$ cat src/design/assert_macros.svh
// ----------------------------------------------------------------------------
// assert_macros.svh
// Shared concurrent assertion macros, clocked on clk_i, quiet in reset.
// ----------------------------------------------------------------------------
`ifndef ASSERT_MACROS_SVH
`define ASSERT_MACROS_SVH

// Same-cycle implication
`define MI_ASSERT_IMP(lbl, ante, cons, msg) \
  lbl: assert property (@(posedge clk_i) disable iff (!rst_ni) (ante) |-> (cons)) \
    else $error(msg);

// Next-cycle implication
`define MI_ASSERT_NXT(lbl, ante, cons, msg) \
  lbl: assert property (@(posedge clk_i) disable iff (!rst_ni) (ante) |=> (cons)) \
    else $error(msg);

`endif

$ cat src/design/mi_pkg.sv
// ----------------------------------------------------------------------------
// mi_pkg
// Shared widths, microcode types and status bundle for the modular inverse.
// ----------------------------------------------------------------------------
package mi_pkg;

  localparam int WIDTH     = 16;
  localparam int CNT_W     = $clog2(WIDTH);
  localparam int UPC_W     = 3;
  localparam logic [WIDTH-1:0] MOD_RESET = WIDTH'(256);

  // Datapath operations, one per control word
  typedef enum logic [2:0] {
    OP_NOP,
    OP_LOAD,      // capture value, start value mod n
    OP_DIVSTEP,   // one restoring divide bit plus one modular multiply bit
    OP_SETRC,     // r_cur <= value mod n
    OP_DIVSETUP,  // divide r_prev by r_cur
    OP_UPDATE,    // shift the remainder and coefficient pairs
    OP_FINISH     // drive the result word
  } op_e;

  // Jump conditions
  typedef enum logic [2:0] {
    COND_NEVER,
    COND_ALWAYS,
    COND_IDLE,    // no start request
    COND_CNT,     // bit counter not yet zero
    COND_RCLE1,   // remainder reached 1 or 0
    COND_NLT2     // modulus is 0 or 1
  } cond_e;

  typedef struct packed {
    op_e              op;
    cond_e            cond;
    logic [UPC_W-1:0] target;
  } uword_t;

  // Datapath flags seen by the sequencer
  typedef struct packed {
    logic cnt_nz;
    logic rc_le1;
    logic n_lt2;
  } status_t;

endpackage

$ cat src/design/modular_inverse_unit.sv
// ----------------------------------------------------------------------------
// modular_inverse_unit
// Inverse of a value modulo a programmable modulus by the extended Euclidean
// recurrence, run by a small microprogram over a bit-serial divider.
// ----------------------------------------------------------------------------
//  channel  | signals                          | handshake
//  ---------+----------------------------------+-------------------------------
//  config   | cfg_we_i, cfg_data_i             | write when cfg_we_i high
//  request  | start, value_i, busy             | taken when start && !busy
//  result   | done_o, inverse_o, no_inverse_o  | one-cycle strobe on done_o
//
// The result strobe comes after k Euclid quotient steps from the accepting
// edge (k at most 21 for 16-bit operands); the 16-bit restoring divider,
// with the modular multiply folded into its quotient bits, sets each step's
// length. Modulus 0 or 1 skips the divider and goes straight to the finish.
// Reset sets the modulus to 256. The result strobe cannot be held off; busy
// is low in the strobe cycle, so the next word can be taken at that edge.
// ----------------------------------------------------------------------------
`include "assert_macros.svh"

module modular_inverse_unit import mi_pkg::*; (
  input  logic             clk_i,
  input  logic             rst_ni,
  input  logic             cfg_we_i,
  input  logic [WIDTH-1:0] cfg_data_i,
  input  logic             start,
  input  logic [WIDTH-1:0] value_i,
  output logic             busy,
  output logic             done_o,
  output logic [WIDTH-1:0] inverse_o,
  output logic             no_inverse_o
);

  localparam int W = WIDTH;

  op_e     op;
  status_t status;

  logic [W-1:0]     n_q;
  logic             done_q;
  logic [W-1:0]     inv_q;
  logic             noinv_q;
  logic [W-1:0]     rp_q, rc_q, pp_q, pc_q, t_q, rem_q, dvd_q, dsr_q;
  logic [CNT_W-1:0] cnt_q;

  logic [W:0]   shifted;
  logic [W+1:0] diff;
  logic         qbit;
  logic [W-1:0] rem_step;
  logic [W:0]   t2, t2r, s;
  logic [W-1:0] addend, t_step;
  logic [W:0]   psum;
  logic [W-1:0] p_new;

  mi_seq u_seq (
    .clk_i    (clk_i),
    .rst_ni   (rst_ni),
    .start    (start),
    .status_i (status),
    .op_o     (op),
    .busy     (busy)
  );

  // Divider step, modular multiply step, coefficient update
  always_comb begin
    shifted  = {rem_q, dvd_q[W-1]};
    diff     = {1'b0, shifted} - {2'b00, dsr_q};
    qbit     = !diff[W+1];
    rem_step = qbit ? diff[W-1:0] : shifted[W-1:0];

    // t <- (2t + qbit*p_cur) mod n, Horner over quotient bits
    t2     = {t_q, 1'b0};
    t2r    = (t2 >= {1'b0, n_q}) ? t2 - {1'b0, n_q} : t2;
    addend = qbit ? pc_q : '0;
    s      = t2r + {1'b0, addend};
    t_step = (s >= {1'b0, n_q}) ? W'(s - {1'b0, n_q}) : s[W-1:0];

    // p_prev - q*p_cur, folded into [0, n)
    psum  = {1'b0, pp_q} + {1'b0, n_q} - {1'b0, t_q};
    p_new = (pp_q >= t_q) ? pp_q - t_q : psum[W-1:0];
  end

  assign status.cnt_nz = (cnt_q != '0);
  assign status.rc_le1 = (rc_q <= W'(1));
  assign status.n_lt2  = (n_q < W'(2));

  // Control state: modulus register and result strobe
  always_ff @(posedge clk_i or negedge rst_ni) begin
    if (!rst_ni) begin
      n_q    <= MOD_RESET;
      done_q <= 1'b0;
    end else begin
      if (cfg_we_i) begin
        n_q <= cfg_data_i;
      end
      done_q <= (op == OP_FINISH);
    end
  end

  // Datapath registers
  always_ff @(posedge clk_i) begin
    case (op)
      OP_LOAD: begin
        dvd_q <= value_i;
        dsr_q <= n_q;
        rem_q <= '0;
        rp_q  <= n_q;
        pp_q  <= '0;
        pc_q  <= W'(1);
        t_q   <= '0;
        cnt_q <= CNT_W'(W - 1);
      end
      OP_DIVSTEP: begin
        dvd_q <= {dvd_q[W-2:0], qbit};
        rem_q <= rem_step;
        t_q   <= t_step;
        cnt_q <= cnt_q - CNT_W'(1);
      end
      OP_SETRC: begin
        rc_q <= rem_q;
      end
      OP_DIVSETUP: begin
        dvd_q <= rp_q;
        dsr_q <= rc_q;
        rem_q <= '0;
        t_q   <= '0;
        cnt_q <= CNT_W'(W - 1);
      end
      OP_UPDATE: begin
        rp_q <= rc_q;
        rc_q <= rem_q;
        pp_q <= pc_q;
        pc_q <= p_new;
      end
      OP_FINISH: begin
        if (n_q < W'(2)) begin
          inv_q   <= '0;
          noinv_q <= (n_q == '0);
        end else if (rc_q == W'(1)) begin
          inv_q   <= pc_q;
          noinv_q <= 1'b0;
        end else begin
          inv_q   <= '0;
          noinv_q <= 1'b1;
        end
      end
      default: begin
      end
    endcase
  end

  assign done_o       = done_q;
  assign inverse_o    = inv_q;
  assign no_inverse_o = noinv_q;

  // Checks
  `MI_ASSERT_NXT(a_accept_busy, start && !busy, busy, "accepted word did not raise busy")
  `MI_ASSERT_IMP(a_done_idle, done_o, !busy, "sequencer not idle with result")
  `MI_ASSERT_IMP(a_noinv_zero, done_o && no_inverse_o, inverse_o == '0, "no-inverse with nonzero")
  `MI_ASSERT_IMP(a_inv_range, done_o && !no_inverse_o, inverse_o < n_q, "inverse not below modulus")

endmodule

$ cat src/design/mi_seq.sv
// ----------------------------------------------------------------------------
// mi_seq
// Microprogram sequencer: control store, step counter and conditional jumps.
// ----------------------------------------------------------------------------
module mi_seq import mi_pkg::*; (
  input  logic    clk_i,
  input  logic    rst_ni,
  input  logic    start,
  input  status_t status_i,
  output op_e     op_o,
  output logic    busy
);

  logic [UPC_W-1:0] upc_q, upc_d;
  uword_t           uw;
  logic             take;

  // Control store
  function automatic uword_t rom_word(input logic [UPC_W-1:0] addr);
    uword_t w;
    w = '{op: OP_NOP, cond: COND_ALWAYS, target: UPC_W'(0)};
    case (addr)
      UPC_W'(0): w = '{op: OP_LOAD,     cond: COND_IDLE,   target: UPC_W'(0)};
      UPC_W'(1): w = '{op: OP_NOP,      cond: COND_NLT2,   target: UPC_W'(7)};
      UPC_W'(2): w = '{op: OP_DIVSTEP,  cond: COND_CNT,    target: UPC_W'(2)};
      UPC_W'(3): w = '{op: OP_SETRC,    cond: COND_NEVER,  target: UPC_W'(0)};
      UPC_W'(4): w = '{op: OP_DIVSETUP, cond: COND_RCLE1,  target: UPC_W'(7)};
      UPC_W'(5): w = '{op: OP_DIVSTEP,  cond: COND_CNT,    target: UPC_W'(5)};
      UPC_W'(6): w = '{op: OP_UPDATE,   cond: COND_ALWAYS, target: UPC_W'(4)};
      UPC_W'(7): w = '{op: OP_FINISH,   cond: COND_ALWAYS, target: UPC_W'(0)};
      default:   w = '{op: OP_NOP,      cond: COND_ALWAYS, target: UPC_W'(0)};
    endcase
    return w;
  endfunction

  // Condition select and next step
  always_comb begin
    uw = rom_word(upc_q);
    case (uw.cond)
      COND_NEVER:  take = 1'b0;
      COND_ALWAYS: take = 1'b1;
      COND_IDLE:   take = !start;
      COND_CNT:    take = status_i.cnt_nz;
      COND_RCLE1:  take = status_i.rc_le1;
      COND_NLT2:   take = status_i.n_lt2;
      default:     take = 1'b1;
    endcase
    upc_d = take ? uw.target : upc_q + UPC_W'(1);
  end

  always_ff @(posedge clk_i or negedge rst_ni) begin
    if (!rst_ni) begin
      upc_q <= '0;
    end else begin
      upc_q <= upc_d;
    end
  end

  assign op_o = uw.op;
  assign busy = (upc_q != '0);

endmodule
$ cat config.mk
export PLATFORM = sky130hd
export DESIGN_NAME = modular_inverse_unit
export DESIGN_NICKNAME = d
export VERILOG_FILES = /design/src/design/mi_pkg.sv /design/src/design/modular_inverse_unit.sv /design/src/design/mi_seq.sv
export VERILOG_INCLUDE_DIRS = /design/src /design/src/design
export SDC_FILE = /design/constraint.sdc
export NUM_CORES = 1
export LEC_CHECK = 0
export BUFFER_PORTS_ARGS = -buffer_cell sky130_fd_sc_hd__buf_2
export CAP_MARGIN = 20
export CORE_MARGIN = 1.5
export CORE_UTILIZATION = 30
export CTS_BUF_LIST = sky130_fd_sc_hd__clkbuf_8
export CTS_CLUSTER_DIAMETER = 40
export DETAILED_ROUTE_END_ITERATION = 8
export GPL_TIMING_DRIVEN = 0
export SLEW_MARGIN = 0
export SYNTH_ARGS = -nofsm -noshare
export SYNTH_HDL_FRONTEND = slang
export SYNTH_SLANG_ARGS = --single-unit
$ cat constraint.sdc
create_clock -name clk_i -period 6.1 [get_ports clk_i]
set_clock_uncertainty 0.1 [all_clocks]
set_input_delay 0.61 -clock clk_i [delete_from_list [all_inputs] [get_ports clk_i]]
set_output_delay 0.61 -clock clk_i [all_outputs]
set_load 0.02 [all_outputs]
Yosys cells after proc, flatten, opt, wreduce, memory -nomap -nowiden:

Memory sizes are Yosys's and may differ from the RTL's.
Index checks and enable logic that the tools add are counted.

* div/mod/pow operators: 0
* $lt $le $gt $ge: 5
* muxes and demuxes: 17
* add/sub/neg operators: 9
* eq/ne operators: 11
* shifts and indexed selects: 0
* reduce and logical (&&, ||, !) cells: 13
* multiply operators: 0
* bitwise operators: 1

Operators with widths (number)
* case mux 16 bit (2 select lines): 6
* two-way mux 16 bit: 4
* case mux 16 bit (3 select lines): 1
* subtractor 16 bit: 3
* >= comparator 17 x 16 -> 1 bit: 2
* subtractor 17 x 16 -> 18 bit: 1
* adder 17 x 16 -> 17 bit: 1
* two-way mux 17 bit: 1
* subtractor 17 x 16 -> 17 bit: 1
* adder 16 bit: 1
* == test 16 x 1 -> 1 bit (second input constant): 1
* >= comparator 16 bit: 1
* less-or-equal comparator 16 x 1 -> 1 bit (second input constant): 1
* logical NOT 16 bit: 1
* less-than comparator 16 x 2 -> 1 bit (second input constant): 1
* == test 3 bit (second input constant): 5
* == test 3 x 2 -> 1 bit (second input constant): 4
* case mux 4 bit (2 select lines): 1
* nonzero test 2 bit: 3
* nonzero test 3 bit: 2
* OR reduction 2 bit: 3
* case mux 1 bit (5 select lines): 1
* nonzero test 4 bit: 1
* subtractor 4 x 1 -> 4 bit (second input constant): 1
* other kinds (7): 9

* memories: 1
* bits in read-only memories: 72
* register bits: 169
* bits in writable memories: 0
* logic and storage cells: 71
* input bits: 36
* bits in latches: 0

Memories
* (name not given): depth 8, width 9, rd ports 1, clocked after Yosys merged registers in 0, write ports 0, line mi_seq.sv:22 `case (addr)`

Depth between registers and ports, before layout:

* word-level depth: 6
* depth in mapped cells: 31
* mapped depth without buffers: 28

Cells and area by module:

A second synthesis with hierarchy kept.

* cells, all modules: 1332
* area total of the unflattened synthesis: 12615.8 µm²

Modules (own cells, without submodules)
* modular_inverse_unit: area an instance 12250.5 µm², cells each 1288, instances 1, seq. area each 4901.0 µm²
* mi_seq: area an instance 365.4 µm², cells each 44, instances 1, seq. area each 75.1 µm²

Least setup slack after synthesis:

OpenSTA, ideal clock, no wires.

* path type: register to register
* start: register rem_q[0]
* end: register t_q[14], data pin
* arrival time: 6.148 ns
* slack: -0.417 ns
* cell stages (with the launch flop): 28
* library setup time: 0.269 ns
* cell sequence: edfxtp_1 > ha_1 > nor2b_1 > o21ai_0 > a21boi_0 > o21ai_1 > a311oi_1 > a211oi_1 > nor2_2 > clkbuf_1 > and2_1 > ha_1 > a211oi_1 > nor2_1 > or4_1 > a41oi_1 > o211ai_1 > nor2_1 > xnor2_1 > ha_1 > nor2b_1 > or3_1 > o221a_2 > a211o_1 > buf_2 > clkbuf_1 > o211ai_1 > o31ai_1

* word-level cells in the longest chain between the ends: 6
* elaborated cells between the ends (all ways): 7

RTL lines
* start, declared: line modular_inverse_unit.sv:43 `logic [W-1:0] rp_q, rc_q, pp_q, pc_q, t_q, rem_q, dvd_q, dsr_q;`
* start signal, assigned: line modular_inverse_unit.sv:115 `rem_q <= rem_step;`
* subtractor 17 x 16 -> 18 bit (*): line modular_inverse_unit.sv:67 `diff = {1'b0, shifted} - {2'b00, dsr_q};`
* two-way mux 16 bit (*): line modular_inverse_unit.sv:74 `addend = qbit ? pc_q : '0;`
* adder 17 x 16 -> 17 bit (*): line modular_inverse_unit.sv:75 `s = t2r + {1'b0, addend};`
* subtractor 16 bit or >= comparator 17 x 16 -> 1 bit (tied branches): line modular_inverse_unit.sv:76 `t_step = (s >= {1'b0, n_q}) ? W'(s - {1'b0, n_q}) : s[W-1:0];`
* two-way mux 16 bit (*): line modular_inverse_unit.sv:76
* case mux 16 bit (2 select lines) (*): line modular_inverse_unit.sv:102 `case (op)`
* end signal, assigned: line modular_inverse_unit.sv:116 `t_q <= t_step;`
* end, declared: line modular_inverse_unit.sv:43

Mark *: on every way between the ends. The rest lies on a longest branch, timed or not.
A chain may end at the register's enable or synchronous reset.

Worst setup path in the final report:

Ends and elaborated chain as after synthesis.

==> results.json <==
{
  "setup_violations": 16,
  "ys_async_sr_fraction_pct": 11.8,
  "outcome": "finished with violations",
  "clk_latency_ns": 0.52,
  "layout_commonest_cell": "edfxtp_1",
  "drc": 0,
  "worst_slack_ns": -0.418,
  "hp-class": "in -> reg",
  "antenna_left": 0,
  "min_path_cells": 3,
  "worstSetupStartpointType": "flip-flop",
  "rr_endpoint": "t_q[14]",
  "post-route-min-period_ns": 6.52,
  "antenna_found_initial": 3,
  "grt_pass1_wl_um": 58600,
  "drt_first_pass_iters": 5,
  "final_cell_mix": "149 x edfxtp_1, 148 x nand2_1, 103 x inv_1",
  "holdWs_ns": 0.205,
  "cts_buffer_depth": 2,
  "portBuffers": 54,
  "violations": "setup timing",
  "drv_slew": 0,
  "nNetsFinal": 1584,
  "worstHoldEndpoint": "n_q[11]",
  "post-route-util_pct": 37.0,
  "cts.clk_slew.worst_paths_ns": 0.11,
  "fmax_mhz": 153,
  "drtIter0Drc": 869,
  "hold_viol": 0,
  "cts_tree": "yes",
  "critPathKind": "reg -> reg",
  "finalSetupTns_ns": -5.87,
  "num-fill-cells": 3978,
  "cts_buffers": 17,
  "slew_headroom_pct": 30.5,
  "post-dp-hpwl_um": 28100,
  "top_layer_used": "met5",
  "drt-wirelength-per-cell_um": 19.7,
  "syn-num-nets": 1438,
  "reg2reg_depth": 27,
  "cp.required_ns": 6.26,
  "dieArea_sq_um": 41900,
  "crit_fanout": 7,
  "routed-via-count": 10400,
  "die_w_um": 205,
  "dieHeight_um": 205,
  "grt.overflow.total": 0,
  "fin_crit_sh_pct": 107,
  "grt.total_usage_pct": 18.8,
  "wirelength_um": 38800,
  "arrival_ns": 6.68,
  "grt_max_degree": 21,
  "start_util_pct": 30.6,
  "clock-root-buffer": "clkbuf_8",
  "rsz0062_at_grt": "yes",
  "cp-end-kind": "flip-flop",
  "drt-met1-wl_um": 16300,
  "wl_met2_um": 18100,
  "drv_cap": 0,
  "rrSetupSlack_ns": -0.42,
  "grt_pass1_vias": 10400,
  "areaGrowthSynthToFinish_pct": 21.1,
  "timing.rr.start": "rem_q[0]",
  "finalWeightedCongestion": 0.879,
  "yosysWarnings": 0,
  "clock-sinks": 169,
  "netlist_area_sq_um": 12200,
  "ys_seq_elements": 169,
  "ys_seq_area_share_pct": 40.7,
  "synth_edf_count": 149,
  "hp-start": "cfg_data_i[11]",
  "core_sq_um": 39900,
  "io_pins": 55,
  "vias_per_cell": 5.29,
  "h-tree-depth": 4,
  "synthCells": 1282,
  "rows": 73,
  "layout-drive-gt1-share_pct": 18.7,
  "tightest_slew_ns": 1.04,
  "postSynthAreaPerCell_sq_um": 9.53,
  "synth_ff_type": "edfxtp_1",
  "ys_types": 69,
  "wl_met3_um": 2560
}
-- flip-flops by register name (all words and copies together), names as in the netlist, named ones only --
register / count
cnt_q: 4
rem_q: 16
rp_q: 16
done_o: 1
u_seq.upc_q: 2
pc_q: 16
t_q: 16
pp_q: 16
n_q: 16
dsr_q: 16
dvd_q: 16
inverse_o: 16
rc_q: 16
no_inverse_o: 1
-- how the worst max path moves through the flow --
stage / slack [ns] / endpoint / cells past startpoint / startpoint
global placement: -1.85 / pc_q[14] / 4 / u_seq.upc_q[0]
floorplan: 0.002 / t_q[14] / 26 / n_q[8]
detailed placement: -1.24 / t_q[4] / 28 / n_q[1]
global route: -0.54 / t_q[14] / 28 / n_q[1]
finish: -0.42 / t_q[14] / 27 / rem_q[0]
CTS: -0.36 / t_q[14] / 26 / n_q[8]
-- final cells by class --
class	count	area [sq um]	share of cell area (%)
multi-input combinational	959	7090	48.0
sequential	169	4980	33.7
timing repair buffer	127	931	6.30
tap	525	657	4.44
inverter	115	469	3.17
buffer	39	264	1.79
clock buffer	17	234	1.58
clock inverter	15	159	1.07
antenna	1	2.50	0.0169
-- worst max-delay path, stage by stage (launching register included) --
cell,delay [ns]
edfxtp_1,0.44
ha_1,0.30
nor2b_4,0.13
o21ai_2,0.19
a21boi_2,0.11
o21ai_4,0.22
a311oi_4,0.14
a211oi_4,0.38
nor2_4,0.10
clkbuf_16,0.21
and2_4,0.16
ha_4,0.16
fa_2,0.37
a21o_1,0.23
a211oi_2,0.23
nor3_2,0.09
o41a_1,0.41
xor2_2,0.19
ha_1,0.32
a21oi_2,0.20
nor2b_4,0.06
or3_1,0.37
o221a_4,0.26
a211o_4,0.31
buf_8,0.16
clkbuf_16,0.16
o211ai_1,0.17
o31ai_1,0.09
-- stage by stage --
stage	area, sq um	cells	setup slack, ns
finish	14800	1967	-0.418
global route	14800	1967	-0.542
global placement	13300	1861	-1.85
detailed placement	13500	1872	-1.24
CTS	14600	1953	-0.356
floorplan	12300	1282	0.00211
-- layer usage --
metal  GRT usage (%)  vias to the layer above
met4            10.5                        4
met2            30.6                      367
met3            3.66                       84
li1                -                     4900
met5               0                        -
met1            23.1                     5045
-- cells in the mapped netlist, types with 9 or more instances --
library cell  count  area (sq um)
and3_1            9          56.3
nor4_1           10          62.6
ha_1            100          1250
a22oi_1          16           120
and2_1           52           325
nand2_1         149           559
nor2b_1          10          62.6
o21a_1           19           143
edfxtp_1        149          4470
clkbuf_1         32           120
a21oi_1          78           390
inv_1           114           428
a21o_1           22           165
fa_1             20           400
nand3_1          19          95.1
o21ai_0          97           485
xor2_1           13           114
o31ai_1          12          90.1
mux2i_1          26           260
a211oi_1         20           150
xnor2_1          53           464
or3_1            11          68.8
nand2b_1         12          75.1
nor2_1           78           293
nor3_1           33           165
nand4_1          12          75.1
dfrtp_1          19           475
-- cells by family after synthesis --
logic type / share of synthesized area, %
simple gates: 16.3
compound gates: 17.4
flops: 40.7
buf+inv: 4.91
fa+ha+maj: 13.5
xor+xnor: 4.87
mux: 2.32
-- what timing repair did --
action | 4_1_cts | 5_1_grt
setup endpoints to repair | 16 | 16
pin swaps | 50 | 35
hold buffers | 1 | 0
resized for setup | 70 | 19
endpoints found under the hold margin | 19 | 0
gates cloned | 1 | 0
setup buffers | 47 | 12
Power is not shown: default switching activity piles up to over one toggle a cycle in this logic, so the estimate is an artifact.
